--- config.mk ---
export PLATFORM = sky130hd
export DESIGN_NAME = tcpip_ctrl
export DESIGN_NICKNAME = d
export VERILOG_FILES = /design/src/rtl/tcpip_pkg.sv /design/src/rtl/tcpip_ctrl.sv
export SDC_FILE = /design/constraint.sdc
export NUM_CORES = 1
export LEC_CHECK = 0
export BUFFER_PORTS_ARGS = -buffer_cell sky130_fd_sc_hd__buf_2
export CAP_MARGIN = 10
export CORE_AREA = 3 3 44 46
export DETAILED_ROUTE_END_ITERATION = 8
export DIE_AREA = 0 0 47 49
export GPL_TIMING_DRIVEN = 1
export PLACE_DENSITY = 0.86
export SLEW_MARGIN = 20
export SYNTH_ARGS = -nofsm -noshare
export SYNTH_HDL_FRONTEND = slang
export SYNTH_SLANG_ARGS = --single-unit
--- constraint.sdc ---
create_clock -name clk -period 2.03 [get_ports clk]
set_input_delay 0.406 -clock clk [delete_from_list [all_inputs] [get_ports clk]]
set_output_delay 0.406 -clock clk [all_outputs]
set_load 0.01 [all_outputs]
--- src/rtl/tcpip_pkg.sv ---
package tcpip_pkg;

  localparam int REQ_W    = 2;
  localparam int VERT_W   = 13;
  localparam int TILE_W   = 10;
  localparam int IN_DW    = 48;
  localparam int OUT_DW   = 8;
  localparam int PROD_W   = 28;

  typedef enum logic [REQ_W-1:0] {
    REQ_CLEAR  = 2'd0,
    REQ_APPEND = 2'd1,
    REQ_QUERY  = 2'd2
  } req_t;

  typedef struct packed {
    logic take;
    logic corner_start;
    logic ld_j;
    logic ld_i;
    logic mul2;
    logic div_load;
    logic div_step;
    logic cmp;
    logic edge_next;
    logic corner_next;
    logic out_load;
  } cmd_t;

  typedef struct packed {
    logic empty;
    logic straddle;
    logic last_edge;
    logic div_last;
    logic odd;
    logic last_corner;
    logic out_free;
  } sts_t;

endpackage

--- src/rtl/tcpip_ctrl.sv ---
module tcpip_ctrl (
  input  logic                        clk,
  input  logic                        rst_n,
  input  logic                        in_tvalid,
  output logic                        in_tready,
  input  logic [tcpip_pkg::REQ_W-1:0] in_req,
  input  tcpip_pkg::sts_t             sts,
  output tcpip_pkg::cmd_t             cmd
);
  import tcpip_pkg::*;

  typedef enum logic [10:0] {
    S_IDLE   = 11'h001,
    S_CSTART = 11'h002,
    S_JRD    = 11'h004,
    S_EVAL   = 11'h008,
    S_MUL2   = 11'h010,
    S_DIVLD  = 11'h020,
    S_DIV    = 11'h040,
    S_CMP    = 11'h080,
    S_NEXT   = 11'h100,
    S_CEND   = 11'h200,
    S_DONE   = 11'h400
  } state_t;

  state_t state_r, state_nxt;

  assign in_tready = (state_r == S_IDLE);

  always_comb begin
    state_nxt = state_r;
    cmd       = '0;
    unique case (state_r)
      S_IDLE: begin
        if (in_tvalid) begin
          cmd.take = 1'b1;
          if (in_req == REQ_QUERY) begin
            state_nxt = S_CSTART;
          end
        end
      end
      S_CSTART: begin
        cmd.corner_start = 1'b1;
        state_nxt = sts.empty ? S_CEND : S_JRD;
      end
      S_JRD: begin
        cmd.ld_j  = 1'b1;
        state_nxt = S_EVAL;
      end
      S_EVAL: begin
        cmd.ld_i  = 1'b1;
        state_nxt = sts.straddle ? S_MUL2 : S_NEXT;
      end
      S_MUL2: begin
        cmd.mul2  = 1'b1;
        state_nxt = S_DIVLD;
      end
      S_DIVLD: begin
        cmd.div_load = 1'b1;
        state_nxt    = S_DIV;
      end
      S_DIV: begin
        cmd.div_step = 1'b1;
        if (sts.div_last) begin
          state_nxt = S_CMP;
        end
      end
      S_CMP: begin
        cmd.cmp   = 1'b1;
        state_nxt = S_NEXT;
      end
      S_NEXT: begin
        cmd.edge_next = 1'b1;
        state_nxt = sts.last_edge ? S_CEND : S_EVAL;
      end
      S_CEND: begin
        if (sts.odd || sts.last_corner) begin
          state_nxt = S_DONE;
        end else begin
          cmd.corner_next = 1'b1;
          state_nxt = S_CSTART;
        end
      end
      S_DONE: begin
        if (sts.out_free) begin
          cmd.out_load = 1'b1;
          state_nxt = S_IDLE;
        end
      end
      default: state_nxt = S_IDLE;
    endcase
  end

  always_ff @(posedge clk) begin
    if (!rst_n) begin
      state_r <= S_IDLE;
    end else begin
      state_r <= state_nxt;
    end
  end

endmodule

# Word-level counts from Yosys, hierarchy flattened
# Index checks and enable logic that the tools add are counted.
# Widths: inputs -> output; s select.
# word_totals
output_inout_bits	12
ram_bits	0
memories	0
mem_bits_ro	0
wordCells	42
latch_bits	0
reg_bits	11
in_bits	12
# op_classes
eq_ne	16
n_shift	0
div_mod_pow	0
reduce_logical	2
n_addsub	0
n_lt_le_gt_ge	0
n_mul	0
bitwise_logic	0
n_mux	23
# op_table
cell	n
$pmux 11 s11	1
$mux 11	5
$mux 10	2
$mux 1	14
$eq 11x1->1 const B	1
$eq 11x10->1 const B	1
$eq 11x11->1 const B	1
$eq 11x2->1 const B	1
$eq 11x3->1 const B	1
$eq 11x4->1 const B	1
$eq 11x5->1 const B	1
$eq 11x6->1 const B	1
$eq 11x7->1 const B	1
$eq 11x8->1 const B	1
$eq 11x9->1 const B	1
$mux 9	1
$ne 2x2->1 const B	3
$reduce_and 4->1	1
$eq 2x2->1 const B	1
$ne 2x1->1 const B	1
$logic_or 1x1->1	1

# Depth between registers and ports, before layout
# Gate-level depths: netlist of the first run.
# logic_depth
ltp_word	4
ltp_mapped	5
mapped_depth_nobuf	4

# Least setup slack after synthesis of the first run
# No wires, ideal clock.
# synth_timing
path_kind	register -> output
from	register state_r[1]
to	output cmd[3] in the netlist's numbering
path_buffers	1
stages_incl_launch_ff	5
slack_ns	0.305
arrival_time_ns	1.319
path_cell_list	dfxtp_1 -> buf_6 -> nor4_4 -> nand2_1 -> nor4_1
# synth_rtl
element	line_no	source
from (decl)	tcpip_ctrl.sv:26	state_t state_r, state_nxt;
from (signal assigned)	tcpip_ctrl.sv:98	state_r <= state_nxt;
to (decl)	tcpip_ctrl.sv:8	output tcpip_pkg::cmd_t cmd

==> metrics.md, run 1 <==
| Metric | Value |
|---|---|
| Largest registers | `state_r (11)` |
| Largest net degree at the start of global routing | `10` |
| Clock Path Buffers | `2` |
| Top cell type's share of synthesized area | `0.289` |
| CP required | `around 1.6 ns` |
| # diodes | `0` |
| Antenna viol nets, final | `0` |
| Die ar. | `2300 um2` |
| Post-Syn Instances | `86` |
| CP cell instances | `nor4_4 > buf_6 > and2_4 > and4_1 > buf_2` |
| WS Path Type | `reg -> out` |
| Clk slew on worst S/H paths | `0.07 ns` |
| Vias | `895` |
| Slew Viols, Final | `0` |
| Dominant cell type by area after synthesis | `dfxtp_1` |
| Worst-Margin Slew | `0.478 ns` |
| WL/cell | `17.4 um` |
| Max stage delay on crit path | `~0.37 ns` |
| Vias per std cell | `6.13` |
| Final #Nets | `roughly 140` |
| Yosys reg bits | `11` |
| Most numerous cell in the Yosys netlist | `dfxtp_1` |
| Startpoint Class | `register` |
| Layout cells sized above 1 | `0.508` |
| DRC Markers | `0` |
| Core Area | `1540 um2` |
| RSZ-0062 raised after global routing | `true` |
| Grt ovf | `0` |
| Iteration-0 DRC Markers | `around 40` |
| Dominant cells by area after synthesis | `dfxtp_1, nor4_4, nand2b_1` |
| Avg Cell Area, Syn | `8.85 um2` |
| Leak | `0.546 nW` |
| Drt pass-1 iters | `5` |
| Die W | `47 um` |
| Fin crit period | `2.01 ns` |
| Mapped cell area | `761 um2` |
| Placement Setup Slack | `0.240 ns` |
| Final count of hold timing violations | `0` |
| Most frequent cells after synthesis | `dfxtp_1, nor2_1, nand2_1, nand2b_1` |
| First-pass GRT wire length | `3.35 mm` |
| Core Util, Final | `0.743` |
| Max-cap violations | `0` |
| CP arrival | `between 1.5 and 2 ns` |
| Worst ir drop on vdd | `between 0.0005 and 0.0006 V` |
| Vias in the first global route | `756` |
| Non-Filler Instances | `146` |
| Max Clk Rate | `497 MHz` |
| Setup ws final | `0.0169 ns` |
| Multi-input combinational cell area | `563 um2` |
| Post-synthesis net count | `98` |
| Yosys warns | `0` |
| Num ports | `24` |
| Root Driver | `clkbuf_4` |
| Power, Total | `1.07 mW` |
| DIE HEIGHT | `a little under 50 um` |
| EDFF count, synth | `0` |
| Area growth, synth to finish | `50.5%` |
| CTS tree | `done` |
| GP Congestion | `slightly above 0.8` |
| Routed wire length | `2.55 mm` |
| Layout fillers | `105` |
| Critical-path top delay cell | `dfxtp_4` |
| CP Max Fanout | `6` |
| Initial Utilization | `0.494` |
| Skew final | `0.00123 ns` |
| Setup violators final | `0` |
| Hold Path Class | `in -> reg` |
| Clock sinks | `11` |
| FP Rows | `14` |
| Cell count after placement | `about 120` |
| PortBufs | `23` |
| Synth Flop Type | `dfxtp_1` |
| Pwr dens | `approximately 930 nW/um2` |
| Worst Setup End Kind | `output pin` |
| Post-synth ARST share | `0` |
| Netlist cell types | `34` |
| Largest reg by FF count | `state_r` |
| GRT Overall Usage | `0.197` |
| Total CTS buffers | `3` |
| Largest register FFs | `11` |
| Sequential fraction of the synthesis area | `0.289` |
| Clk Latency, worst-skew pair | `0.27 ns` |
| H-tree depth | `1` |
| Tcrit/Tclk final | `0.992` |
| HPWL Detailed | `1.45 mm` |
| Status | `completed` |
| Max transition margin | `0.677` |
| Sequential cell area | `239 um2` |
| Initial antenna violation count | `0` |
==> layout by cell type, fill, tap and decap left out, types with 3 or more instances in the layout <==
master    count
buf_4        16
clkbuf_4      3
and4_1        3
nand2_1       5
dfxtp_1       4
dfxtp_2       3
nand4_1       3
a21oi_1       5
nand2b_1      6
nor2_1        8
buf_2        23
inv_1         5
nor4_4        3
dfxtp_4       4
==> power by group <==
group	total, mW	leakage (nW)	internal, mW	switching (mW)
Sequential	0.291	0.0929	0.250	0.0406
Clock	0.157	0.0150	0.0762	0.0803
Combinational	0.621	0.438	0.343	0.278
==> cells by family (layout without fill, tap and decap cells) <==
family                    Yosys count  after routing  synth area share
AOI/OAI and AO/OA                  15             15             0.166
buffers and inverters               7             51            0.0460
xor gates and xnor gates            3              3            0.0345
DFF                                11             11             0.289
and+or+nand+nor                    50             50             0.464
==> worst paths after layout <==
check                                              from                       to  slack, ns  depth (start not counted)
worst max-delay path            state_r[1]$_SDFFE_PN0P_                   cmd[1]       0.02                          5
worst min-delay path                             sts[6]  state_r[2]$_SDFFE_PN0P_       0.30                          2
worst max register to register  state_r[5]$_SDFFE_PN0P_  state_r[8]$_SDFFE_PN0P_       0.17                          6
worst min register to register  state_r[4]$_SDFFE_PN0P_  state_r[5]$_SDFFE_PN0P_       0.63                          2
==> metal layers <==
metal	wire, um	vias up	track usage
li1	-	409	-
met1	1010	400	0.251
met5	0	-	0
met3	242	19	0.0627
met2	1180	67	0.303
met4	115	0	0.0691
==> worst max-delay path: cells and delay by family, from the launching register on <==
| family | cells | cell delay, ns |
|---|---|---|
| buffers and inverters | 2 | 0.31 |
| DFF | 1 | 0.37 |
| and+or+nand+nor | 3 | 0.64 |
==> stage by stage <==
step | setup TNS (ns) | area, um2 | hold slack, ns
after floorplan | 0 | 761 | 0.482
after global placement | 0 | 887 | 0.589
after detailed placement | 0 | 887 | 0.596
after CTS | 0 | 941 | 0.308
after global routing | -0.237 | 1140 | 0.288
final | 0 | 1140 | 0.300
==> final cells by class <==
| type | instances | share of cell area |
|---|---|---|
| clock buffers | 4 | 0.0230 |
| inverters | 5 | 0.0164 |
| repair buffers | 42 | 0.243 |
| well taps | 16 | 0.0175 |
| multi-input cells | 68 | 0.492 |
| flip-flops and latches | 11 | 0.209 |
==> timing repair <==
item                       4_1_cts  5_1_grt
pin swaps                        2        8
setup endpoints to repair        8       10
resized for setup                2       21
cloned                           0        1
buffers inserted                 2       15
hold buffers                     0        0
Power figures use the tool's default switching activity.
==> run 2, diff against run 1 <==
- PLACE_DENSITY: 0.86 -> 0.8
- REMOVE_ABC_BUFFERS: default -> 1
- clock period: 2.03 -> 2.13 ns (I/O delays scaled with it)
==> metrics.md, run 2 (same netlist as run 1, synthesis figures left out) <==
| Metric | Value |
|---|---|
| Max-cap violations | `0 (unchanged)` |
| Max Clk Rate | `a little under 500 MHz` |
| CP cell instances | `nor4_4 > buf_4 > nand3b_4 > nor3_1 > buf_2 (was nor4_4 > buf_6 > and2_4 > and4_1 > buf_2)` |
| Non-Filler Instances | `130 (was 146)` |
| Vias | `756 (was 895)` |
| Layout fillers | `136 (was 105)` |
| Setup violators final | `0 (unchanged)` |
| CP Max Fanout | `8 (was 6)` |
| Crit path max-delay family | `simple AND/OR/NAND/NOR gates (unchanged)` |
| Initial antenna violation count | `0 (unchanged)` |
| Internal power | `0.493 mW (was 0.669 mW)` |
| GP Congestion | `0.807 (was 0.812)` |
| TNS Setup | `0 ns (unchanged)` |
| FP Rows | `14 (unchanged)` |
| Worst Hold Launch | `sts[6] (unchanged)` |
| Worst ir drop on vdd | `0.000487 V (was 0.000562 V)` |
| Fin crit period | `2.02 ns` |
| Core Area | `1540 um2 (unchanged)` |
| Initial Utilization | `0.494 (unchanged)` |
| Tcrit/Tclk final | `0.950` |
| Vias per std cell | `5.82 (was 6.13)` |
| WS Path Type | `reg -> out (unchanged)` |
| P_sw | `0.314 mW (was 0.399 mW)` |
| PortBufs | `23 (unchanged)` |
| Max stage delay on crit path | `0.38 ns (was 0.37 ns)` |
| H-tree depth | `1 (unchanged)` |
| Total CTS buffers | `3 (unchanged)` |
| Cell count after placement | `123 (was 124)` |
| Worst R2R Start | `state_r[1]$_SDFFE_PN0P_ (was state_r[5]$_SDFFE_PN0P_)` |
| Final #Nets | `127 (was 143)` |
| Skew final | `0.00159 ns (was 0.00123 ns)` |
| Worst hold slack | `0.312 ns (was 0.300 ns)` |
| Largest reg by FF count | `state_r (unchanged)` |
| Leak | `0.442 nW (was 0.546 nW)` |
| Post-route cell area | `953 um2 (was 1140 um2)` |
| Worst Setup End Kind | `output pin (unchanged)` |
| Routed wire length | `1.93 mm (was 2.55 mm)` |
| Largest register FFs | `11 (unchanged)` |
| Worst-Margin Slew | `0.408 ns (was 0.478 ns)` |
| Core Util, Final | `0.619 (was 0.743)` |
| Hold endpoint | `state_r[2]$_SDFFE_PN0P_ (unchanged)` |
| Area growth, synth to finish | `25.3% (was 50.5%)` |
| Hold depth | `2 (unchanged)` |
| Commonest non-fill, non-tap cell in the layout | `buf_2 (unchanged)` |
| DIE HEIGHT | `49 um (unchanged)` |
| Drt pass-1 iters | `4 (was 5)` |
| Num ports | `24 (unchanged)` |
| Vias in the first global route | `659 (was 756)` |
| Post-CTS Hold Fix Bufs | `0 (unchanged)` |
| Iteration-0 DRC Markers | `31 (was 41)` |
| R2r setup slk | `0.41 ns (was 0.17 ns)` |
| Grt ovf | `0 (unchanged)` |
| Flop pwr share | `0.348 (was 0.272)` |
| Clock Path Buffers | `2 (unchanged)` |
| Slew Viols, Final | `0 (unchanged)` |
| Clk slew on worst S/H paths | `0.08 ns (was 0.07 ns)` |
| Root Driver | `clkbuf_4 (unchanged)` |
| Clock sinks | `11 (unchanged)` |
| Final count of hold timing violations | `0 (unchanged)` |
| Largest net degree at the start of global routing | `10 (unchanged)` |
| GRT Overall Usage | `0.177 (was 0.197)` |
| DRC Markers | `0 (unchanged)` |
| Worst Path Buf+Inv | `2 (unchanged)` |
| CTS tree | `done (unchanged)` |
| Critical-path top delay cell | `dfxtp_2 (was dfxtp_4)` |
| Worst Reg-to-Reg Cells | `5 (was 6)` |
| WL/cell | `14.8 um (was 17.4 um)` |
| Die ar. | `2300 um2 (unchanged)` |
| Pwr dens | `847 nW/um2 (was 933 nW/um2)` |
| CP required | `1.70 ns (was 1.62 ns)` |
| Hold Path Class | `in -> reg (unchanged)` |
| Sw Share | `0.389 (was 0.374)` |
| Placed inst area | `880 um2 (was 887 um2)` |
| First-pass GRT wire length | `2.97 mm (was 3.35 mm)` |
| Combinational share of power | `0.464 (was 0.581)` |
| Most frequent cells in the layout | `buf_2, nor2_1, dfxtp_1 (was buf_2, buf_4, nor2_1)` |
| Largest registers | `state_r (11) (unchanged)` |
| Reg2reg end | `state_r[8]$_SDFFE_PN0P_ (unchanged)` |
| Status | `completed (unchanged)` |
| Clk Latency, worst-skew pair | `0.28 ns (was 0.27 ns)` |
| Layout cells sized above 1 | `0.377 (was 0.508)` |
| Antenna viol nets, final | `0 (unchanged)` |
| Die W | `47 um (unchanged)` |
| CP arrival | `1.60 ns (was 1.61 ns)` |
| Max transition margin | `0.725 (was 0.677)` |
| Startpoint Class | `register (unchanged)` |
| Clk network pwr share | `0.188 (was 0.147)` |
| # diodes | `0 (unchanged)` |
| HPWL Detailed | `1.42 mm (was 1.45 mm)` |
-- run 2: worst max-delay path by stage --
stage	start	to	cells after the start
finish	state_r[1]$_SDFFE_PN0P_	cmd[6]	5
global route	state_r[1]$_SDFFE_PN0P_	cmd[6]	5
CTS	state_r[7]$_SDFFE_PN0P_	cmd[1]	4
detailed placement	state_r[1]$_SDFFE_PN0P_	cmd[3]	4
global placement	state_r[6]$_SDFFE_PN0P_	cmd[1]	4
floorplan	state_r[1]$_SDFFE_PN0P_	cmd[3]	3
-- run 2: timing repair --
action | 4_1_cts | 5_1_grt
pin swaps | 2 | 3
resized for setup | 0 | 8
setup endpoints to repair | 3 | 11
buffers inserted | 0 | 3
-- run 2: area by class of cell --
| class | count | area [um2] | share of cell area |
|---|---|---|---|
| inverter | 5 | 18.8 | 0.0197 |
| timing repair buffer | 26 | 138 | 0.144 |
| tap | 16 | 20.0 | 0.0210 |
| clock buffer | 4 | 26.3 | 0.0276 |
| sequential | 11 | 225 | 0.236 |
| multi-input combinational | 68 | 526 | 0.551 |
-- run 2: routing by layer --
layer / global-route usage / share of wire / up-vias
met3: 0.0775 / 0.076 / 4
met5: 0 / 0 / -
met2: 0.258 / 0.51 / 30
li1: - / - / 377
met1: 0.237 / 0.40 / 345
met4: 0.0415 / 0.015 / 0
-- run 2: power by group through the flow --
stage	sequential [mW]	clock (mW)	combinational, mW
4_1_cts	0.275	0.154	0.331
3_5_place_dp	0.279	0	0.322
6_report	0.281	0.152	0.375
2_1_floorplan	0.270	0	0.239
3_3_place_gp	0.276	0	0.315
5_1_grt	0.287	0.168	0.409
-- run 2: metrics by stage --
step / setup WS, ns / power [mW]
floorplan: 0.409 / 0.509
global placement: 0.322 / 0.591
detailed placement: 0.295 / 0.601
global route: -0.0112 / 0.864
CTS: 0.00277 / 0.761
finish: 0.105 / 0.808
